$ cat config.mk
export PLATFORM = sky130hd
export DESIGN_NAME = hid_keyboard_report_decoder_unit
export DESIGN_NICKNAME = d
export VERILOG_FILES = /design/src/rtl/hkd_pkg.sv /design/src/rtl/hkd_front.sv /design/src/rtl/hkd_queue.sv /design/src/rtl/hkd_back.sv /design/src/rtl/hid_keyboard_report_decoder_unit.sv
export SDC_FILE = /design/constraint.sdc
export NUM_CORES = 1
export LEC_CHECK = 0
export ABC_AREA = 0
export CORE_MARGIN = 2
export CORE_UTILIZATION = 45
export CTS_CLUSTER_SIZE = 10
export DETAILED_ROUTE_END_ITERATION = 8
export DONT_BUFFER_PORTS = 1
export GPL_TIMING_DRIVEN = 0
export SYNTH_ARGS = -nofsm -noshare
export SYNTH_HDL_FRONTEND = slang
export SYNTH_SLANG_ARGS = --single-unit
$ cat constraint.sdc
create_clock -name clk_i -period 5.05 [get_ports clk_i]
set_clock_uncertainty 0.1 [all_clocks]
set_input_delay 0.505 -clock clk_i [delete_from_list [all_inputs] [get_ports clk_i]]
set_output_delay 0.505 -clock clk_i [all_outputs]
set_load 0.005 [all_outputs]
$ cat src/rtl/hkd_pkg.sv
// Package for the HID keyboard report decoder: result kinds, report classes,
// the queued command type and the US-layout key code to ASCII translation.
// Has no dependencies.
`timescale 1ns / 1ps

package hkd_pkg;

  localparam int unsigned QueueDepth = 2;
  localparam int unsigned NumKeys    = 6;

  localparam logic [6:0] LenKeyboard = 7'd8;
  localparam logic [6:0] LenMedia    = 7'd3;

  localparam logic [7:0] ShiftMask    = 8'h22;
  localparam logic [7:0] CodeRollover = 8'h01;
  localparam logic [7:0] CodeA        = 8'h04;
  localparam logic [7:0] CodeZ        = 8'h1D;
  localparam logic [7:0] CodeFirstSym = 8'h1E;
  localparam logic [7:0] CodeLastSym  = 8'h38;

  localparam logic [6:0] AsciiUpperA = 7'h41;
  localparam logic [6:0] AsciiLowerA = 7'h61;

  typedef enum logic [2:0] {
    KindChar      = 3'd0,
    KindRollover  = 3'd1,
    KindUnmapped  = 3'd2,
    KindEnd       = 3'd3,
    KindMedia     = 3'd4,
    KindUnhandled = 3'd5
  } kind_e;

  typedef enum logic [1:0] {
    RptKeyboard  = 2'd0,
    RptMedia     = 2'd1,
    RptUnhandled = 2'd2
  } rpt_e;

  // One classified report. For media reports mod carries byte 0, b1 byte 1
  // and keys[0] byte 2.
  typedef struct packed {
    rpt_e                      rpt;
    logic                      shift;
    logic [NumKeys-1:0]        key_mask;
    logic [7:0]                mod;
    logic [7:0]                b1;
    logic [NumKeys-1:0][7:0]   keys;
  } cmd_t;

  localparam logic [6:0] SymPlain [27] = '{
    7'h31, 7'h32, 7'h33, 7'h34, 7'h35, 7'h36, 7'h37, 7'h38, 7'h39, 7'h30,
    7'h0A, 7'h00, 7'h08, 7'h09, 7'h20, 7'h2D, 7'h3D, 7'h5B, 7'h5D, 7'h5C,
    7'h00, 7'h3B, 7'h27, 7'h60, 7'h2C, 7'h2E, 7'h2F
  };

  localparam logic [6:0] SymShift [27] = '{
    7'h21, 7'h40, 7'h23, 7'h24, 7'h25, 7'h5E, 7'h26, 7'h2A, 7'h28, 7'h29,
    7'h0A, 7'h00, 7'h08, 7'h09, 7'h20, 7'h5F, 7'h2B, 7'h7B, 7'h7D, 7'h7C,
    7'h00, 7'h3A, 7'h22, 7'h7E, 7'h3C, 7'h3E, 7'h3F
  };

  // Returns zero for codes without a mapping.
  function automatic logic [6:0] to_ascii(input logic [7:0] code, input logic shift);
    logic [7:0] off;
    logic [7:0] sym_off;
    logic [6:0] ch;
    off     = code - CodeA;
    sym_off = code - CodeFirstSym;
    ch      = '0;
    if (code >= CodeA && code <= CodeZ) begin
      ch = (shift ? AsciiUpperA : AsciiLowerA) + off[6:0];
    end else if (code >= CodeFirstSym && code <= CodeLastSym) begin
      ch = shift ? SymShift[sym_off[4:0]] : SymPlain[sym_off[4:0]];
    end
    return ch;
  endfunction

endpackage

$ cat src/rtl/hkd_front.sv
// Front end of the HID keyboard report decoder: takes a report transaction and
// classifies it into a queued command. Depends on hkd_pkg.
`timescale 1ns / 1ps

module hkd_front (
  input  logic                 start,
  input  logic                 full_i,
  input  logic [6:0]           report_length_i,
  input  logic [7:0]           byte_0_i,
  input  logic [7:0]           byte_1_i,
  input  logic [7:0]           byte_2_i,
  input  logic [7:0]           byte_3_i,
  input  logic [7:0]           byte_4_i,
  input  logic [7:0]           byte_5_i,
  input  logic [7:0]           byte_6_i,
  input  logic [7:0]           byte_7_i,
  output logic                 busy,
  output logic                 push_o,
  output hkd_pkg::cmd_t        cmd_o
);

  logic [hkd_pkg::NumKeys-1:0][7:0] keys;
  logic [hkd_pkg::NumKeys-1:0]      nonzero;
  logic                             is_kbd;

  assign keys    = {byte_7_i, byte_6_i, byte_5_i, byte_4_i, byte_3_i, byte_2_i};
  assign is_kbd  = (report_length_i == hkd_pkg::LenKeyboard);
  assign busy    = full_i;
  assign push_o  = start && !full_i;

  always_comb begin
    for (int i = 0; i < hkd_pkg::NumKeys; i++) begin
      nonzero[i] = (keys[i] != 8'h00);
    end
  end

  always_comb begin
    cmd_o.shift    = (byte_0_i & hkd_pkg::ShiftMask) != 8'h00;
    cmd_o.key_mask = is_kbd ? nonzero : '0;
    cmd_o.mod      = byte_0_i;
    cmd_o.b1       = byte_1_i;
    cmd_o.keys     = keys;
    if (is_kbd) begin
      cmd_o.rpt = hkd_pkg::RptKeyboard;
    end else if (report_length_i == hkd_pkg::LenMedia) begin
      cmd_o.rpt = hkd_pkg::RptMedia;
    end else begin
      cmd_o.rpt = hkd_pkg::RptUnhandled;
    end
  end

endmodule

$ cat src/rtl/hkd_queue.sv
// Short command queue between the front and back ends of the HID keyboard
// report decoder. Depends on hkd_pkg.
`timescale 1ns / 1ps

module hkd_queue #(
  parameter int unsigned Depth = hkd_pkg::QueueDepth
) (
  input  logic          clk_i,
  input  logic          rst_ni,
  input  logic          push_i,
  input  hkd_pkg::cmd_t data_i,
  output logic          full_o,
  input  logic          pop_i,
  output logic          valid_o,
  output hkd_pkg::cmd_t data_o
);

  localparam int unsigned PtrW = $clog2(Depth);
  localparam int unsigned CntW = $clog2(Depth + 1);

  hkd_pkg::cmd_t mem_q [Depth];
  logic [PtrW-1:0] wr_ptr_q, wr_ptr_d, rd_ptr_q, rd_ptr_d;
  logic [CntW-1:0] cnt_q, cnt_d;
  logic            do_pop;

  assign full_o  = (cnt_q == CntW'(Depth));
  assign valid_o = (cnt_q != '0);
  assign data_o  = mem_q[rd_ptr_q];
  assign do_pop  = pop_i && valid_o;

  always_comb begin
    wr_ptr_d = wr_ptr_q;
    rd_ptr_d = rd_ptr_q;
    cnt_d    = cnt_q;
    if (push_i) begin
      wr_ptr_d = (wr_ptr_q == PtrW'(Depth - 1)) ? '0 : wr_ptr_q + 1'b1;
    end
    if (do_pop) begin
      rd_ptr_d = (rd_ptr_q == PtrW'(Depth - 1)) ? '0 : rd_ptr_q + 1'b1;
    end
    if (push_i && !do_pop) begin
      cnt_d = cnt_q + 1'b1;
    end else if (!push_i && do_pop) begin
      cnt_d = cnt_q - 1'b1;
    end
  end

  always_ff @(posedge clk_i or negedge rst_ni) begin
    if (!rst_ni) begin
      wr_ptr_q <= '0;
      rd_ptr_q <= '0;
      cnt_q    <= '0;
    end else begin
      wr_ptr_q <= wr_ptr_d;
      rd_ptr_q <= rd_ptr_d;
      cnt_q    <= cnt_d;
    end
  end

  always_ff @(posedge clk_i) begin
    if (push_i) begin
      mem_q[wr_ptr_q] <= data_i;
    end
  end

endmodule

$ cat src/rtl/hkd_back.sv
// Back end of the HID keyboard report decoder: takes commands from the queue
// and issues one result per cycle while it holds a command. Depends on hkd_pkg.
`timescale 1ns / 1ps

module hkd_back (
  input  logic          clk_i,
  input  logic          rst_ni,
  input  logic          valid_i,
  input  hkd_pkg::cmd_t cmd_i,
  output logic          pop_o,
  output logic          strobe_o,
  output logic [2:0]    kind_o,
  output logic [6:0]    character_o,
  output logic [7:0]    key_code_o,
  output logic [7:0]    modifiers_o,
  output logic [7:0]    media_first_o,
  output logic [7:0]    media_second_o,
  output logic [7:0]    media_third_o,
  output logic          last_o
);

  localparam int unsigned SelW = $clog2(hkd_pkg::NumKeys);

  logic                        cur_valid_q, cur_valid_d;
  hkd_pkg::cmd_t               cur_q, cur_d;
  logic [hkd_pkg::NumKeys-1:0] mask_q, mask_d, sel_onehot;
  logic [SelW-1:0]             sel;
  logic                        has_key, is_final;
  logic [7:0]                  code;
  logic [6:0]                  ch;

  hkd_pkg::kind_e kind_d;
  logic [6:0]     character_d;
  logic [7:0]     key_code_d, modifiers_d, media_first_d, media_second_d, media_third_d;
  logic           last_d;

  always_comb begin
    sel        = '0;
    sel_onehot = '0;
    for (int i = hkd_pkg::NumKeys - 1; i >= 0; i--) begin
      if (mask_q[i]) begin
        sel        = SelW'(i);
        sel_onehot = '0;
        sel_onehot[i] = 1'b1;
      end
    end
  end

  assign has_key  = cur_valid_q && (mask_q != '0);
  assign is_final = cur_valid_q && (mask_q == '0);
  assign pop_o    = !cur_valid_q || is_final;
  assign code     = cur_q.keys[sel];
  assign ch       = hkd_pkg::to_ascii(code, cur_q.shift);

  always_comb begin
    cur_valid_d = cur_valid_q;
    cur_d       = cur_q;
    mask_d      = mask_q;
    if (pop_o) begin
      cur_valid_d = valid_i;
      cur_d       = cmd_i;
      mask_d      = valid_i ? cmd_i.key_mask : '0;
    end else if (has_key) begin
      mask_d = mask_q & ~sel_onehot;
    end
  end

  always_comb begin
    kind_d         = hkd_pkg::KindUnhandled;
    character_d    = '0;
    key_code_d     = '0;
    modifiers_d    = '0;
    media_first_d  = '0;
    media_second_d = '0;
    media_third_d  = '0;
    last_d         = 1'b0;
    if (has_key) begin
      key_code_d = code;
      if (code == hkd_pkg::CodeRollover) begin
        kind_d = hkd_pkg::KindRollover;
      end else if (ch != 7'h00) begin
        kind_d      = hkd_pkg::KindChar;
        character_d = ch;
      end else begin
        kind_d = hkd_pkg::KindUnmapped;
      end
    end else begin
      last_d = 1'b1;
      unique case (cur_q.rpt)
        hkd_pkg::RptKeyboard: begin
          kind_d      = hkd_pkg::KindEnd;
          modifiers_d = cur_q.mod;
        end
        hkd_pkg::RptMedia: begin
          kind_d         = hkd_pkg::KindMedia;
          media_first_d  = cur_q.mod;
          media_second_d = cur_q.b1;
          media_third_d  = cur_q.keys[0];
        end
        default: begin
          kind_d = hkd_pkg::KindUnhandled;
        end
      endcase
    end
  end

  always_ff @(posedge clk_i or negedge rst_ni) begin
    if (!rst_ni) begin
      cur_valid_q <= 1'b0;
      mask_q      <= '0;
      strobe_o    <= 1'b0;
    end else begin
      cur_valid_q <= cur_valid_d;
      mask_q      <= mask_d;
      strobe_o    <= cur_valid_q;
    end
  end

  always_ff @(posedge clk_i) begin
    cur_q          <= cur_d;
    kind_o         <= kind_d;
    character_o    <= character_d;
    key_code_o     <= key_code_d;
    modifiers_o    <= modifiers_d;
    media_first_o  <= media_first_d;
    media_second_o <= media_second_d;
    media_third_o  <= media_third_d;
    last_o         <= last_d;
  end

  // The results of one report leave in consecutive cycles.
  a_contiguous: assert property (@(posedge clk_i) disable iff (!rst_ni)
    strobe_o && !last_o |=> strobe_o)
    else $error("report results not contiguous");

  // Only key results may come before the last result of a report.
  a_key_not_last: assert property (@(posedge clk_i) disable iff (!rst_ni)
    strobe_o && !last_o |-> (kind_o == hkd_pkg::KindChar ||
                             kind_o == hkd_pkg::KindRollover ||
                             kind_o == hkd_pkg::KindUnmapped))
    else $error("non-key result without last");

  // Key slots are only pending for keyboard reports.
  a_mask_kbd: assert property (@(posedge clk_i) disable iff (!rst_ni)
    cur_valid_q && cur_q.rpt != hkd_pkg::RptKeyboard |-> mask_q == '0)
    else $error("pending key slots on a non-keyboard report");

  // A pending key slot always holds a nonzero code.
  a_key_nonzero: assert property (@(posedge clk_i) disable iff (!rst_ni)
    has_key |-> code != 8'h00)
    else $error("empty key slot selected");

endmodule

$ cat src/rtl/hid_keyboard_report_decoder_unit.sv
// Top level of the HID keyboard report decoder: front end, command queue and
// back end. Depends on hkd_pkg, hkd_front, hkd_queue and hkd_back.
//
//   Channel   Handshake            Ports
//   report    start / busy         report_length_i, byte_0_i .. byte_7_i
//   result    strobe_o (1 cycle)   kind_o, character_o, key_code_o, modifiers_o,
//                                  media_first_o .. media_third_o, last_o
//
// A report is taken when start is high and busy is low. The back end issues one
// result per cycle while it holds a command: one per nonzero key slot plus an end
// result (1 to 7) for a keyboard report, one for a media or unhandled report. A
// report passes the queue and back-end command register before its first result.
// busy is high only while the queue is full. Reset empties it and the back end.
`timescale 1ns / 1ps

module hid_keyboard_report_decoder_unit #(
  parameter int unsigned QueueDepth = hkd_pkg::QueueDepth
) (
  input  logic       clk_i,
  input  logic       rst_ni,
  input  logic       start,
  output logic       busy,
  input  logic [6:0] report_length_i,
  input  logic [7:0] byte_0_i,
  input  logic [7:0] byte_1_i,
  input  logic [7:0] byte_2_i,
  input  logic [7:0] byte_3_i,
  input  logic [7:0] byte_4_i,
  input  logic [7:0] byte_5_i,
  input  logic [7:0] byte_6_i,
  input  logic [7:0] byte_7_i,
  output logic       strobe_o,
  output logic [2:0] kind_o,
  output logic [6:0] character_o,
  output logic [7:0] key_code_o,
  output logic [7:0] modifiers_o,
  output logic [7:0] media_first_o,
  output logic [7:0] media_second_o,
  output logic [7:0] media_third_o,
  output logic       last_o
);

  hkd_pkg::cmd_t push_cmd, pop_cmd;
  logic          push, full, pop, pop_valid;

  hkd_front u_front (
    .start           (start),
    .full_i          (full),
    .report_length_i (report_length_i),
    .byte_0_i        (byte_0_i),
    .byte_1_i        (byte_1_i),
    .byte_2_i        (byte_2_i),
    .byte_3_i        (byte_3_i),
    .byte_4_i        (byte_4_i),
    .byte_5_i        (byte_5_i),
    .byte_6_i        (byte_6_i),
    .byte_7_i        (byte_7_i),
    .busy            (busy),
    .push_o          (push),
    .cmd_o           (push_cmd)
  );

  hkd_queue #(
    .Depth (QueueDepth)
  ) u_queue (
    .clk_i   (clk_i),
    .rst_ni  (rst_ni),
    .push_i  (push),
    .data_i  (push_cmd),
    .full_o  (full),
    .pop_i   (pop),
    .valid_o (pop_valid),
    .data_o  (pop_cmd)
  );

  hkd_back u_back (
    .clk_i          (clk_i),
    .rst_ni         (rst_ni),
    .valid_i        (pop_valid),
    .cmd_i          (pop_cmd),
    .pop_o          (pop),
    .strobe_o       (strobe_o),
    .kind_o         (kind_o),
    .character_o    (character_o),
    .key_code_o     (key_code_o),
    .modifiers_o    (modifiers_o),
    .media_first_o  (media_first_o),
    .media_second_o (media_second_o),
    .media_third_o  (media_third_o),
    .last_o         (last_o)
  );

endmodule
After elaboration in Yosys (flattened, before gate mapping)

Memory sizes are Yosys's and may differ from the RTL's.
Cells that the tools add are included.

Add/subtract/negate cells: 7
Order comparisons: 6
Eq/ne operators: 5
Muxes and demuxes: 39
Bitwise gates (word level): 7
Reductions and logical operators: 30

Operators by type and width:

| cell                  | number |
|---|---|
| $mux W6               | 11 |
| $reduce_bool A8 Y1    | 7 |
| $mux W7               | 7 |
| $bmux W8 S3           | 1 |
| $mux W3               | 8 |
| $mux W2               | 5 |
| $eq A8 B1 Y1 const B  | 1 |
| $ge A8 B3 Y1 const B  | 1 |
| $ge A8 B5 Y1 const B  | 1 |
| $le A8 B5 Y1 const B  | 1 |
| $le A8 B6 Y1 const B  | 1 |
| $logic_and A1 B1 Y1   | 8 |
| $mux W8               | 1 |
| $add A7 B7 Y7         | 1 |
| $eq A7 B2 Y1 const B  | 1 |
| $eq A7 B4 Y1 const B  | 1 |
| $reduce_bool A7 Y1    | 1 |
| $sub A7 B3 Y7 const B | 1 |
| $and A6 B6 Y6         | 1 |
| $ge A6 B6 Y1 const B  | 1 |
| $logic_not A6 Y1      | 1 |
| $not A5 Y6            | 1 |
| $not A6 Y6            | 1 |
| $pmux W3 S2           | 1 |
| other kinds (16)      | 30 |

Register bits: 130
RAM bits: 146
Bits in read-only memories: 448
Bits of input ports: 74
Output and inout bits: 53
Memories: 3

Memories:

| memory          | depth | bits a word | read ports | clocked after memory_dff | write ports | line            | RTL |
|---|---|---|---|---|---|---|---|
| (no name shown) | 32    | 7           | 1          | 0                        | 0           | hkd_pkg.sv:73   | `ch = shift ? SymShift[sym_off[4:0]] : SymPlain[sym_off[4:0]];` |
| (no name shown) | 32    | 7           | 1          | 0                        | 0           | hkd_pkg.sv:73   |  |
| u_queue.mem_q   | 2     | 73          | 1          | 0                        | 1           | hkd_queue.sv:21 | `hkd_pkg::cmd_t mem_q [Depth];` |

Longest topological paths before layout

Depth after elaboration: 20
Gate-level depth with buffers: 18

Cells and area by module

Synthesis repeated with hierarchy kept, for this count alone.

Cell total of the unflattened synthesis: 791
Area total of the unflattened synthesis: 11810.1 µm²

Modules (own cells, without submodules):

| module    | times used | cells an instance | area an instance (µm²) |
|---|---|---|---|
| hkd_queue | 1          | 243               | 5705.5 |
| hkd_back  | 1          | 456               | 5397.7 |
| hkd_front | 1          | 92                | 706.9 |

Worst setup path after synthesis

Ideal clock, no wire load.

Kind: register -> register
Start point: reg u_queue.cnt_q[0]
End point: mem u_queue.mem_q[0][0] (netlist name) (enable)
Setup time: 504 ps
Data arrival time: 3698 ps
Required time: 4446 ps
Setup slack: 747 ps
Cell stages (with the launch flop): 4
Cell sequence: dfrtp_1 nand2b_1 nand2_1 nor2_1

Longest elaborated chain between the ends: 5

RTL lines:

| what                          | line            | RTL |
|---|---|---|
| from (decl)                   | hkd_queue.sv:23 | `logic [CntW-1:0] cnt_q, cnt_d;` |
| from (signal assigned)        | hkd_queue.sv:56 | `cnt_q <= cnt_d;` |
| $eq A2 B2 Y1                  | hkd_queue.sv:26 | `assign full_o = (cnt_q == CntW'(Depth));` |
| $logic_not A1 Y1              | hkd_front.sv:29 | `assign push_o = start && !full_i;` |
| $logic_and A1 B1 Y1           | hkd_front.sv:29 |  |
| $mux W1                       | hkd_queue.sv:61 | `if (push_i) begin` |
| $mux W1 (implied by the code) | hkd_queue.sv:62 | `mem_q[wr_ptr_q] <= data_i;` |
| to (decl)                     | hkd_queue.sv:21 |  |

Every way passes these cells.

Final worst setup path

Start point: reg u_back.mask_q[0] (netlist name)
End point: reg u_back.kind_o[1]

Longest elaborated chain between the ends: 15

RTL lines:

| what                                       | line            | RTL |
|---|---|---|
| from (decl)                                | hkd_back.sv:26  | `logic [hkd_pkg::NumKeys-1:0] mask_q, mask_d, sel_onehot;` |
| from (signal assigned)                     | hkd_back.sv:114 | `mask_q <= mask_d;` |
| $mux W3 *                                  | hkd_back.sv:41  | `if (mask_q[i]) begin` |
| $bmux W8 S3 *                              | hkd_back.sv:52  | `assign code = cur_q.keys[sel];` |
| $mux W8 (implied by the code) *            | hkd_back.sv:52  |  |
| via u_back.code[2]                         | hkd_back.sv:29  | `logic [7:0] code;` |
| $sub A5 B5 Y5                              | hkd_pkg.sv:68   | `sym_off = code - CodeFirstSym;` |
| $not A5 Y6 (implied by the code)           | hkd_pkg.sv:73   |  |
| $mem_v2 Z32 W7                             | --              |  |
| $mux W7 (implied by the code) (2 in a row) | hkd_pkg.sv:73   |  |
| $mux W7                                    | hkd_pkg.sv:73   |  |
| $mux W7                                    | hkd_pkg.sv:72   | `end else if (code >= CodeFirstSym && code <= CodeLastSym) begin` |
| $mux W7                                    | hkd_pkg.sv:70   | `if (code >= CodeA && code <= CodeZ) begin` |
| $reduce_bool A7 Y1                         | hkd_back.sv:81  | `end else if (ch != 7'h00) begin` |
| $mux W2                                    | hkd_back.sv:81  |  |
| $mux W3 *                                  | hkd_back.sv:79  | `if (code == hkd_pkg::CodeRollover) begin` |
| $mux W3 *                                  | hkd_back.sv:77  | `if (has_key) begin` |
| via u_back.kind_d[1]                       | hkd_back.sv:32  | `hkd_pkg::kind_e kind_d;` |
| to (signal assigned)                       | hkd_back.sv:121 | `kind_o <= kind_d;` |
| to (decl)                                  | hkd_back.sv:12  | `output logic [2:0] kind_o,` |

The timed path passes the listed nets; every way through them passes the cells marked *. The select of a mux whose other input is x is not followed.
A chain may end at the register's enable or synchronous reset.

==> impl_metrics.toml <==
[status]
status = "finished, final reports clean"

[setup_path]
worstPathRequired_ps = 5330
rr_worst_depth = 14
cpMostUsedCell = "clkbuf_1"
slowest_stage = "mux4_2"
crit_buf_inv = 4
crit_cells = 14
endpoint_kind = "register"
critPathArrivalTime_ps = 5010
critPathMaxFanout = 10
worstSetupPathType = "reg -> reg"
cpPeakStageDelay_ps = 570
cp-start-kind = "register"
path_cells = "buf_2 > or2_2 > clkbuf_1 > nor2_4 > mux2_2 > mux4_2 > ha_1 > clkbuf_1 > clkbuf_1 > o21ai_0 > o2111ai_1 > a211oi_1 > and4_1 > a211o_1"
critical_path.top_delay_family = "buffers and inverters"

[grt]
grt_max_degree = 61
met1_usage_pct = 23.06
grt_pass1_vias = 6593
use_met3_pct = 3.377
grt_pass1_wl_um = 36360
grt_antenna_before_repair = 0
met2_usage_pct = 31.50
gr-total-overflow = 0
top_usage_layer = "met2"
grt_usage_pct = 18.25

[sta]
drv_slew = 0
rsz0062_at_grt = "false"
fmax_mhz = 211.3
worst_hold_slack_ps = 93.61
finalSetupViolations = 0
fin_ws_ps = 317.8
min_period_ps = 4732
finalHoldViolations = 0
tightestPinTransition_ps = 1082
slew_headroom_pct = 27.72
finalCritPeriodShare_pct = 93.71

[route]
postRouteWirelength_um = 23250
postRouteAntennaNets = 0
wl_per_cell_um = 19.96
dr.pass1.iters = 5
num_vias = 6144
via_per_inst = 5.274
drc = 0
drt_iter0_drc = 337

[clock_tree]
clockRootBuffer = "clkbuf_16"
numCtsBuffers = 34
clk_path_buf_depth = 3
numClockSinks = 276
htree_levels = 2
clk_pin_slew_worst_paths_ps = 50
cts_tree = "yes"
clock_latency_ps = 510

[floorplan]
ios = 127
dieArea_sq_um = 25480
fp.dieW_um = 159.6
die_h_um = 159.6
coreArea_sq_um = 23610
row_count = 56
start_util_pct = 46.16

[synthesis]
synthFlopType = "edfxtp_1"
synthTopCellsByArea = "edfxtp_1 (59%), dfxtp_1 (9.4%), mux2_2 (7.5%), dfrtp_1 (2.8%), ha_1 (2.4%)"
synth_edf_count = 213
post_synth_instance_area_sq_um = 10900
synth-warning-count = 0
ys_ff_latch = 276
synth_nets = 804
async_flop_share_pct = 4.348
yosysSeqAreaShare_pct = 70.81
syn_inst = 709
synth_top_area_cell = "edfxtp_1"
synthDistinctLibCells = 61
synth_top_cell_area_share_pct = 58.68
syn-mean-instance-area_sq_um = 15.37

[place]
io_buffers = 0
dp_hpwl_um = 15330
place.gp.congestion = 0.8861
dpl_worst_slack_ps = -273.6
post_dp_cell_area_sq_um = 11440

[worst_hold_path]
whs_path_depth = 1
hold_class = "in -> reg"

[run]
drv_cap = 0

[final_layout]
diodes = 0
layout-drive-gt1-share_pct = 17.61
area_delta_synth_final_pct = 20.62
finalInstanceArea_sq_um = 13150
final_net_count = 915
fill_cells = 1919
utilization_pct = 55.68
==> worst paths after layout <==
check	from	slack, ps	endpoint
worst max-delay path	u_back.mask_q[0]	320	u_back.kind_o[1]
worst min-delay path	byte_0_i[1]	90	u_queue.mem_q[0][70]
worst max register to register	u_back.mask_q[0]	320	u_back.kind_o[1]
worst min register to register	u_back.cur_q[55]	340	u_back.media_second_o[7]
max in group asynchronous	rst_ni	4040	u_back.strobe_o
min in group asynchronous	rst_ni	370	u_back.cur_valid_q
==> synthesized netlist by cell type (all sizes together) (7+ instances only) <==
cell type / instances
a21oi: 25
and2: 38
buf: 7
clkbuf: 22
dfrtp: 12
dfxtp: 51
edfxtp: 213
ha: 21
inv: 14
mux2: 73
mux2i: 20
nand2: 26
nand2b: 7
nand3: 12
nor2: 35
nor4: 14
o21ai: 20
xnor2: 8
==> cell usage in the layout, fill, tap and decap left out, drive strengths merged, types with 20 or more instances in the layout <==
cell type    instances
edfxtp             213
clkbuf              80
mux2                73
dlygate4sd3         65
dfxtp               51
and2                38
nor2                35
nand2               26
a21oi               25
ha                  21
mux2i               20
o21ai               20
==> stage by stage <==
stage                     instances  setup TNS (ps)
after floorplan                 709               0
after global placement         1028         -130540
after detailed placement       1033          -611.6
after CTS                      1160               0
after global routing           1165               0
final                          1165               0
==> cell families after synthesis <==
logic type                 Yosys count  synth area share, %
muxes                               95                9.792
buffers and inverters               43                1.722
adders and majority gates           21                2.411
xor gates and xnor gates            13                1.114
DFF                                276                70.81
and+or+nand+nor                    166                8.265
AOI/OAI and AO/OA                   95                5.889
==> final cells by class <==
class,count,area (sq um),area share (%)
Timing Repair Buffer,75,810.8,6.167
Clock buffer,58,962.2,7.319
Inverter,14,52.55,0.3997
Clock inverter,4,43.79,0.3331
Buffer,29,141.4,1.075
Multi-Input combinational cell,390,3019,22.97
Sequential cell,276,7717,58.70
Tap cell,319,399.1,3.036
==> registers in the layout, summed over array words and instances, names as in the netlist <==
signal and flops:
u_back.strobe_o 1, u_back.character_o 7, u_back.media_first_o 8, u_queue.wr_ptr_q 1, u_queue.cnt_q 2, u_back.last_o 1, u_back.mask_q 6, u_back.modifiers_o 8
u_queue.mem_q 146, u_back.media_second_o 8, u_back.cur_q 67, u_queue.rd_ptr_q 1, u_back.key_code_o 8, u_back.kind_o 3, u_back.cur_valid_q 1, u_back.media_third_o 8
==> per-layer routing <==
metal,routed length (um),share of wire [%],vias to the layer above
li1,-,-,2896
met1,9891,43,3039
met2,11670,50,167
met3,1084,4.7,42
met4,603,2.6,0
met5,0,0,-
==> repair_timing <==
action                                  4_1_cts  5_1_grt
hold endpoints to repair                    140        0
hold buffers                                 65        0
pin swaps                                     0        1
resized for setup                             2        3
setup buffers                                 0        5
endpoints found under the setup margin        6        4
Power is left out: the tool's default activity adds up to more than one toggle a clock period on the data nets, which glitch-free logic cannot reach.
